===== src/design/mscc_pkg.sv =====
// ----------------------------------------------------------------------------
// mscc_pkg
// types and constants shared by the circle classifier modules
// ----------------------------------------------------------------------------
package mscc_pkg;

   localparam int MAX_CIRCLES = 16;
   localparam int COORD_BITS  = 16;
   localparam int NUM_CORNERS = 4;
   localparam int COUNT_BITS  = 5;
   localparam int IDX_BITS    = (MAX_CIRCLES > 1) ? $clog2(MAX_CIRCLES) : 1;
   localparam int CNT_BITS    = $clog2(MAX_CIRCLES + 1);
   localparam int SQ_BITS     = 2 * COORD_BITS;

   localparam logic CMD_LOAD     = 1'b0;
   localparam logic CMD_CLASSIFY = 1'b1;

   typedef logic [COORD_BITS-1:0] coord_type;

   typedef struct packed {
      coord_type x;
      coord_type y;
   } point_type;

   typedef point_type [NUM_CORNERS-1:0] corner_set_type;

   typedef struct packed {
      coord_type cx;
      coord_type cy;
      coord_type r;
   } circle_type;

   // corner k reports on bit NUM_CORNERS-1-k
   typedef struct packed {
      logic                   busy;
      logic                   valid;
      logic [NUM_CORNERS-1:0] hits;
   } hit_type;

endpackage


===== src/design/mscc_circle_mem.sv =====
// ----------------------------------------------------------------------------
// mscc_circle_mem
// circle table, one write port and one registered read port
// ----------------------------------------------------------------------------
module mscc_circle_mem (
   input  logic                          clock,
   input  logic                          wr_en,
   input  logic [mscc_pkg::IDX_BITS-1:0] wr_addr,
   input  mscc_pkg::circle_type          wr_data,
   input  logic [mscc_pkg::IDX_BITS-1:0] rd_addr,
   output mscc_pkg::circle_type          rd_data
);
   import mscc_pkg::*;

   circle_type mem_ff [MAX_CIRCLES];
   circle_type rd_data_ff;

   always_ff @(posedge clock) begin
      if (wr_en) begin
         mem_ff[wr_addr] <= wr_data;
      end
      rd_data_ff <= mem_ff[rd_addr];
   end

   assign rd_data = rd_data_ff;

endmodule


===== config.mk =====
export PLATFORM = sky130hd
export DESIGN_NAME = mscc_circle_mem
export DESIGN_NICKNAME = d
export VERILOG_FILES = /design/src/design/mscc_pkg.sv /design/src/design/mscc_circle_mem.sv
export SDC_FILE = /design/constraint.sdc
export NUM_CORES = 1
export LEC_CHECK = 0
export BUFFER_PORTS_ARGS = -buffer_cell sky130_fd_sc_hd__buf_4
export CORE_ASPECT_RATIO = 0.8
export CORE_UTILIZATION = 55
export DETAILED_ROUTE_END_ITERATION = 16
export GPL_TIMING_DRIVEN = 0
export PLACE_DENSITY = 0.77
export SYNTH_ARGS = -nofsm -noshare
export SYNTH_HDL_FRONTEND = slang
export SYNTH_SLANG_ARGS = --single-unit

===== constraint.sdc =====
create_clock -name clock -period 14.2 [get_ports clock]
set_input_delay 0.71 -clock clock [delete_from_list [all_inputs] [get_ports clock]]
set_output_delay 0.71 -clock clock [all_outputs]
set_load 0.05 [all_outputs]

Yosys cells after proc, flatten, opt, wreduce, memory -nomap -nowiden

Memories as Yosys holds them, arrays and structs flattened. A register that Yosys moved wholly into a read port is not among the register bits.
Index checks and enable logic that the tools add are counted.

Muxes and demuxes: 2

Operators with widths:

| kind              | count |
|---|---|
| two-way mux 1 bit | 2 |

Flip-flop bits (word level): 0
Bits in writable memories: 768
Input port bits: 58
Output and inout port bits: 48
Logic and storage cells: 3
Memories: 1

Memories:

| memory | words | width | read ports | clocked after memory_dff | wr ports | RTL line              | RTL |
|---|---|---|---|---|---|---|---|
| mem_ff | 16    | 48    | 1          | 1                        | 1        | mscc_circle_mem.sv:15 | `circle_type mem_ff [MAX_CIRCLES];` |

Longest topological paths before layout

Gate-level depths: netlist (run 1).

Depth in word-level cells: 2
Depth in mapped cells: 6
Mapped depth without buffers: 3

Least setup slack after synthesis (run 1)

OpenSTA, ideal clock, no wires.

Path type: input -> register
From: in wr_addr[2] (netlist bit)
To: mem mem_ff[0][0] (netlist bit) (enable)
Setup time: 0.513 ns
Arrival: 4.501 ns
Data required time: 13.687 ns
Slack: 9.186 ns
Stages on the path: 2
Path buffers: 0
Path through: or3b_2 > nor3_1

RTL lines:

| element         | RTL line              | RTL |
|---|---|---|
| start, declared | mscc_circle_mem.sv:8  | `input logic [mscc_pkg::IDX_BITS-1:0] wr_addr,` |
| end, declared   | mscc_circle_mem.sv:15 |  |

No word-level cell before the write port.

Worst setup path in the final report (run 1)

From: in wr_addr[3] (netlist bit)
To: mem mem_ff[4][44] (netlist bit) (enable)

No word-level cell before the write port.

==> run_results.csv, run 1 <==
group,metric,value,unit
clock_tree,h-tree-depth,3,
worst_setup_path,worstSetupPathType,"input port to flip-flop",
clock_tree,clk_latency,0.61,ns
floorplan,die_h,210,um
status,status,"complete, no violations",
worst_setup_path,slowest_stage,"nor3_2",
global_route,grt-ovfl-total,0,
clock_tree,cts_buffers,75,
timing,hold_violations,0,
clock_tree,postCtsHoldBufs,0,
timing,period_needed,2.39,ns
timing,period_share,16.8,%
timing,max_freq,419,MHz
yosys,synth_cell_types,17,
floorplan,num_rows,75,
yosys,synth_area,29700,um^2
finish,final_cell_area,34800,um^2
worst_setup_path,cp_slowest_stage_delay,0.68,ns
worst_setup_path,critical_path_arrival,2.69,ns
placement,portBuffers,103,
clock_tree,cts_root_buf,"clkbuf_16",
detailed_routing,first_iter_violations,1797,
timing,grt_setup_unrepaired,"no",
yosys,synth_warnings,0,
placement,post-place-ws,11.26,ns
timing,maxSlewHeadroom,33.5,%
worst_setup_path,required,14.51,ns
detailed_routing,dr.pass1.iters,5,
global_route,antenna_found_initial,4,
floorplan,core-area,52800,um^2
yosys,synth_cells,1242,
clock_tree,cts_tree,"built",
timing,hold_ws,0.400,ns
placement,hpwl,39.7,mm
detailed_routing,wire_per_inst,29.7,um
worst_setup_path,cp_cell_sequence,"buf_4, nand3b_1, nor3_2, buf_6, buf_6, buf_6, buf_6",
job,cap_violations,0,
placement,gp_congestion,0.708,
detailed_routing,via_per_inst,6.34,
floorplan,dieArea,54900,um^2
worst_setup_path,endpoint_kind,"flip-flop",
detailed_routing,drc,0,
timing,tightest_slew,0.997,ns
power_and_ir_drop,peakVddDrop,0.000111,V
floorplan,die_w,262,um
detailed_routing,drtAntennaViolNets,0,
timing,fin_setup_tns,0,ns
timing,skew,0.0120,ns
finish,layout.nets,1528,
detailed_routing,wl,66.1,mm
clock_tree,cts_resized,0,
detailed_routing,num_vias,14123,
global_route,grt_usage,24.8,%
global_route,grt_pass1_vias,14614,
power_and_ir_drop,p_leak,0.0113,uW
global_route,grt_pass1_wl,95.8,mm
yosys,postSynthAreaPerCell,23.9,um^2
floorplan,ios,106,
finish,area_growth,17.3,%
yosys,synth-seq-cells,816,
clock_tree,post_cts_buffers,0,
hold_path,hold_path.class,"input port to flip-flop",
global_route,grt_max_degree,23,
finish,layout_common_cells,"edfxtp_1 (768), mux4_2 (192), buf_4 (121)",
timing,layout_setup_ws,11.81,ns
clock_tree,clockBufferDepth,3,
floorplan,start_util,56.2,%
finish,drive_above_1_share,32.8,%
timing,setup_viol,0,
worst_setup_path,critPathMostFrequentCell,"buf_6",
finish,mostFrequentLayoutCell,"edfxtp_1",
clock_tree,cts.sinks,816,
placement,post_dp_cell_area,32300,um^2
worst_setup_path,cp_max_fo,9,
worst_setup_path,worstSetupStartpointType,"input port",
timing,slew_viol_final,0,
power_and_ir_drop,power_density,145,nW/um^2
yosys,synth_nets,1300,
yosys,ys_seq_area_share,80.9,%
clock_tree,cts.clk_slew.worst_paths,0.06,ns
-- layout make-up --
cell class                 count  area (um^2)
sequential                   816        24000
antenna                        2         5.00
multi-input combinational    363         5470
clock buffer                 108         2230
tap                          693          867
fill                        3260        18000
clock inverter                31          293
timing repair buffer         151         1620
buffer                        63          314
-- per-stage QoR --
step / util (%) / cells / total power (uW)
6_report: 65.9 / 2227 / 5060
5_1_grt: 65.9 / 2226 / 5200
4_1_cts: 65.9 / 2225 / 5090
3_5_place_dp: 61.1 / 2086 / 3070
3_3_place_gp: 59.3 / 2038 / 3050
2_1_floorplan: - / 1242 / 2940
-- power breakdown --
group          internal, uW  leakage [uW]  switching [uW]
combinational           117       0.00270             200
clock                  1190       0.00124             850
sequential             2690       0.00734            17.2
total                  4000        0.0113            1070
-- synthesized netlist by cell type (all sizes together) --
master  count  area (um^2)
buf        35          209
and2        1         6.26
mux4      192         4320
or3b        1         8.76
nor2b       2         12.5
edfxtp    768        23100
nor2       13         48.8
a22oi      96          721
nand3b      2         15.0
dfxtp      48          961
clkbuf     28          105
nand3       1         5.00
nor3        4         20.0
nand2b      2         12.5
nand2      49          184
-- critical path, delay by kind of cell --
family,cells,cell delay (ns)
and+or+nand+nor,2,1.05
buffers and inverters,5,0.90
-- registers in the layout, summed over array words and instances, names as in the netlist --
register  flops
rd_data      48
mem_ff      768
-- kinds of logic (layout without fill, tap and decap cells) --
kind of cell / after synthesis / count (layout) / synth area share (%)
AOI/OAI and AO/OA: 96 / 96 / 2.43
muxes: 192 / 192 / 14.6
DFF: 816 / 816 / 80.9
and+or+nand+nor: 75 / 75 / 1.05
buffers and inverters: 63 / 353 / 1.06
other: 0 / 2 / 0
-- routing by layer --
layer  track usage (%)  up-vias  wire length, um
li1                  -     5774                -
met4              8.28        4             1910
met1              33.9     7387            25000
met2              39.7      819            32900
met3              5.82      139             6320
met5                 0        -               22
-- final timing paths --
path / to / cells past startpoint / startpoint / slack, ns
hold reg to reg: rd_data[19] / 3 / mem_ff[14][19] / 0.68
hold / removal: mem_ff[3][17] / 1 / wr_data[17] / 0.40
setup reg to reg: rd_data[3] / 3 / mem_ff[15][3] / 12.75
setup / recovery: mem_ff[4][44] / 7 / wr_addr[3] / 11.81
Power figures use the tool's default switching activity.
==> inputs of run 2 (changes only) <==
PLACE_DENSITY = 0.8   (was 0.77)
clock period = 2.1 ns   (was 14.2 ns; I/O delays follow)
==> run_results.csv, run 2 (synthesized netlist as in run 1, its figures left out) <==
group,metric,value,unit
power_and_ir_drop,peakVddDrop,0.000737,V
placement,post_dp_cell_area,32200,um^2
timing,period_needed,2.07,ns
worst_setup_path,worstSetupPathType,"input port to flip-flop",
detailed_routing,wl,68.9,mm
finish,layoutNonFillerInstCount,2265,
finish,largest_reg_flops,768,
finish,drive_above_1_share,30.6,%
clock_tree,cts.sinks,816,
global_route,grt_usage,25.8,%
finish,layout_common_cells,"edfxtp_1 (768), mux4_2 (192), buf_4 (121)",
finish,multi_input_area,5500,um^2
timing,tightest_slew,1.03,ns
power_and_ir_drop,power_density,973,nW/um^2
clock_tree,clk_latency,0.63,ns
timing,max_freq,482,MHz
floorplan,ios,106,
global_route,grt_pass1_wl,100,mm
clock_tree,cts_buffers,75,
global_route,grt_max_degree,26,
global_route,busiest_layer,"met2",
detailed_routing,drc,0,
clock_tree,clockBufferDepth,3,
floorplan,core-area,52800,um^2
hold_path,hold_path.class,"input port to flip-flop",
finish,largest-register,"mem_ff",
finish,final_cell_area,35200,um^2
power_and_ir_drop,pwr-share-clk,40.0,%
global_route,grt_util_met2,42.4,%
placement,portBuffers,103,
clock_tree,cts_tree,"built",
power_and_ir_drop,p_leak,0.0114,uW
detailed_routing,via_per_inst,6.45,
timing,fin_setup_tns,0,ns
floorplan,start_util,56.2,%
power_and_ir_drop,cellInternalPower,26900,uW
timing,maxSlewHeadroom,31.5,%
worst_setup_path,required,2.40,ns
timing,slew_viol_final,0,
placement,post-place-ws,-0.291,ns
timing,grt_setup_unrepaired,"no",
timing,skew,0.0271,ns
power_and_ir_drop,seq_power_share,53.4,%
worst_setup_path,cp_max_fo,20,
worst_setup_path,worstSetupStartpointType,"input port",
job,cap_violations,0,
clock_tree,post_cts_buffers,0,
worst_setup_path,critical_path_arrival,2.37,ns
floorplan,dieArea,54900,um^2
clock_tree,cts.clk_slew.worst_paths,0.06,ns
placement,place_inst,2072,
floorplan,num_rows,75,
floorplan,die_h,210,um
finish,fill_cells,3187,
finish,layout.nets,1566,
global_route,antenna_found_initial,5,
global_route,grt_pass1_vias,15316,
finish,area_growth,18.6,%
detailed_routing,num_vias,14605,
worst_setup_path,endpoint_kind,"flip-flop",
clock_tree,cts_resized,0,
detailed_routing,first_iter_violations,1834,
clock_tree,h-tree-depth,3,
timing,hold_violations,0,
placement,gp_congestion,0.731,
global_route,use_met1,34.7,%
finish,ff_latch_area,24000,um^2
timing,layout_setup_ws,0.0262,ns
timing,setup_viol,0,
global_route,use_met3,5.29,%
floorplan,die_w,262,um
detailed_routing,drtAntennaViolNets,0,
power_and_ir_drop,switching_share,21.6,%
clock_tree,cts_root_buf,"clkbuf_16",
power_and_ir_drop,p_switching,7400,uW
finish,mostFrequentLayoutCell,"edfxtp_1",
placement,hpwl,40.1,mm
timing,period_share,98.8,%
detailed_routing,wire_per_inst,30.4,um
detailed_routing,dr.pass1.iters,6,
power_and_ir_drop,combPwrFrac,6.5,%
status,status,"complete, no violations",
global_route,grt-ovfl-total,0,
-- run 2: worst max-delay path, stage by stage --
cell and delay, ns:
dlygate4sd3_1 0.54, buf_4 0.19, nand2b_1 0.42, nor2_4 0.62, buf_16 0.25, buf_12 0.22
-- run 2: layer usage --
metal | share of wire, % | vias up | routed length, um
li1 | - | 5853 | -
met2 | 50 | 939 | 34600
met3 | 9.3 | 181 | 6390
met5 | 0.049 | - | 34
met4 | 3.1 | 6 | 2140
met1 | 37 | 7626 | 25700
-- run 2: metrics by stage --
| stage | utilization, % | hold WS, ns | power [uW] |
|---|---|---|---|
| floorplan | - | 0.204 | 19900 |
| finish | 66.7 | 0.145 | 34300 |
| detailed placement | 61.0 | 0.403 | 20800 |
| CTS | 66.7 | 0.113 | 34400 |
| global placement | 59.4 | 0.388 | 20700 |
| global route | 66.7 | 0.142 | 35100 |
-- run 2: power by group through the flow --
stage / Combinational (uW) / Sequential, uW / Clock [uW]
after floorplan: 868 / 19000 / 0
after global placement: 2000 / 18700 / 0
after detailed placement: 2140 / 18700 / 0
after CTS: 2240 / 18300 / 13800
after global routing: 2350 / 18300 / 14400
final: 2240 / 18300 / 13700
-- run 2: repair_timing --
| action | CTS | global route |
|---|---|---|
| hold buffers | 51 | 0 |
| hold endpoints to repair | 786 | 0 |
| setup endpoints to repair | 0 | 24 |
-- run 2: layout make-up --
type,count,area share [%]
sequential,816,68.2
multi-input combinational,364,15.6
clock buffer,98,5.87
timing repair buffer,188,5.81
tap,693,2.46
clock inverter,41,1.15
buffer,63,0.891
antenna,2,0.0142
-- run 2: final timing paths --
| path | startpoint | to | slack [ns] | depth (start not counted) |
|---|---|---|---|---|
| setup / recovery | wr_addr[1] | mem_ff[1][2] | 0.03 | 6 |
| hold / removal | wr_addr[3] | mem_ff[1][27] | 0.15 | 3 |
| setup reg to reg | mem_ff[10][35] | rd_data[35] | 0.63 | 3 |
| hold reg to reg | mem_ff[14][9] | rd_data[9] | 0.67 | 3 |
==> inputs of run 3 (changes only) <==
clock period = 1.72 ns   (was 2.1 ns; I/O delays follow)
==> run_results.csv, run 3 (synthesized netlist as in run 1, its figures left out) <==
group,metric,value,unit
floorplan,start_util,56.2,%
worst_setup_path,critPathTopFamily,"buffers and inverters",
clock_tree,h-tree-depth,3,
global_route,grt-ovfl-total,0,
finish,fill_cells,3144,
placement,gp_congestion,0.725,
finish,mostFrequentLayoutCell,"edfxtp_1",
job,cap_violations,0,
finish,largest_reg_flops,768,
power_and_ir_drop,power_density,1180,nW/um^2
status,status,"complete, no violations",
worst_setup_path,critical_path_arrival,2.11,ns
placement,post-place-ws,-0.664,ns
detailed_routing,dr.pass1.iters,8,
finish,area_growth,18.4,%
timing,grt_setup_unrepaired,"no",
worst_setup_path,endpoint_kind,"flip-flop",
floorplan,num_rows,75,
timing,tightest_slew,0.991,ns
finish,drive_above_1_share,31.0,%
global_route,grt_pass1_vias,14995,
worst_setup_path,cp_num_buf_inv,2,
timing,skew,0.0150,ns
global_route,grt_pass1_wl,96.0,mm
detailed_routing,wl,65.2,mm
detailed_routing,wire_per_inst,28.8,um
worst_setup_path,cp_cell_sequence,"clkbuf_1, clkbuf_1, mux4_2, a22oi_1, nand2_1",
timing,maxSlewHeadroom,33.8,%
timing,slew_viol_final,0,
clock_tree,cts.clk_slew.worst_paths,0.06,ns
clock_tree,cts.sinks,816,
clock_tree,cts_tree,"built",
worst_setup_path,required,2.19,ns
finish,final_cell_area,35200,um^2
clock_tree,clk_latency,0.62,ns
timing,hold_violations,0,
timing,layout_setup_ws,0.0804,ns
finish,layout_common_cells,"edfxtp_1 (768), mux4_2 (192), buf_4 (123)",
detailed_routing,num_vias,14275,
timing,max_freq,610,MHz
worst_setup_path,cp_max_fo,10,
global_route,grt_max_degree,26,
timing,period_needed,1.64,ns
placement,portBuffers,103,
worst_setup_path,worstSetupStartpointType,"input port",
floorplan,core-area,52800,um^2
floorplan,die_h,210,um
detailed_routing,via_per_inst,6.30,
finish,largest-register,"mem_ff",
global_route,grt_usage,24.6,%
placement,post_dp_cell_area,32200,um^2
power_and_ir_drop,p_leak,0.0114,uW
worst_setup_path,cp_slowest_stage_delay,0.73,ns
clock_tree,cts_buffers,75,
clock_tree,clockBufferDepth,3,
finish,layout.nets,1568,
timing,hold_ws,0.0618,ns
floorplan,die_w,262,um
clock_tree,cts_root_buf,"clkbuf_16",
placement,hpwl,38.5,mm
clock_tree,cts_resized,0,
detailed_routing,first_iter_violations,1842,
hold_path,hold_path.class,"input port to flip-flop",
worst_setup_path,critPathMostFrequentCell,"clkbuf_1",
detailed_routing,drtAntennaViolNets,0,
worst_setup_path,slowest_stage,"clkbuf_1",
floorplan,dieArea,54900,um^2
detailed_routing,drc,0,
timing,setup_viol,0,
global_route,antenna_found_initial,1,
floorplan,ios,106,
worst_setup_path,worstSetupPathType,"input port to flip-flop",
power_and_ir_drop,peakVddDrop,0.00101,V
timing,period_share,95.3,%
## run 3: cell count changes in the layout (fill, tap and decap cells not counted), sizes merged
cell,delta
buf,+2
bufinv,-2
clkbuf,+7
clkinv,-6
clkinvlp,-1
diode,-1
dlygate4sd3,+1
inv,+3
nor2,-1
## run 3: metal layers
metal | vias to the layer above | track usage (%) | routed length (um)
li1 | 5855 | - | -
met1 | 7526 | 34.0 | 25100
met2 | 781 | 39.6 | 32700
met3 | 113 | 5.07 | 5750
met4 | 0 | 8.14 | 1660
met5 | - | 0 | 0
## run 3: final timing paths
check,startpoint,to,slack (ns),depth (start not counted)
hold / removal,wr_addr[0],mem_ff[0][45],0.06,3
hold reg to reg,mem_ff[15][20],rd_data[20],0.67,3
setup / recovery,rd_addr[1],rd_data[34],0.08,5
setup reg to reg,mem_ff[3][43],rd_data[43],0.18,3
## run 3: final cells by class
| cell class | instances | area, um^2 | area share (%) |
|---|---|---|---|
| Clock buffer | 105 | 2100 | 5.98 |
| Sequential cell | 816 | 24000 | 68.3 |
| Buffer | 63 | 314 | 0.893 |
| Multi-Input combinational cell | 363 | 5510 | 15.7 |
| Clock inverter | 35 | 333 | 0.946 |
| Tap cell | 693 | 867 | 2.47 |
| Antenna cell | 1 | 2.50 | 0.00712 |
| Timing Repair Buffer | 191 | 2010 | 5.73 |
## run 3: power by group
group / switching [uW] / internal, uW / total [uW]
clock network: 7100 / 9360 / 16500
registers: 141 / 22200 / 22400
logic: 1670 / 1030 / 2710
## run 3: tightest hold or removal path: stages
cell    delay, ns
buf_4        0.18
nor3_4       0.06
buf_8        0.16
## run 3: repair_timing
action / in CTS / in global routing
hold buffers: 52 / 0
setup buffers: 0 / 2
setup endpoints to repair: 14 / 20
pin swaps: 1 / 2
endpoints found under the hold margin: 802 / 0
## run 3: through the flow
stage,instances,power (uW),TNS [ns],utilization [%]
floorplan,1242,24300,-102.09,-
global placement,2038,25200,-856.85,59.6
detailed placement,2072,25400,-93.27,60.9
CTS,2264,41800,0,66.5
global route,2266,42600,0,66.6
finish,2267,41500,0,66.6
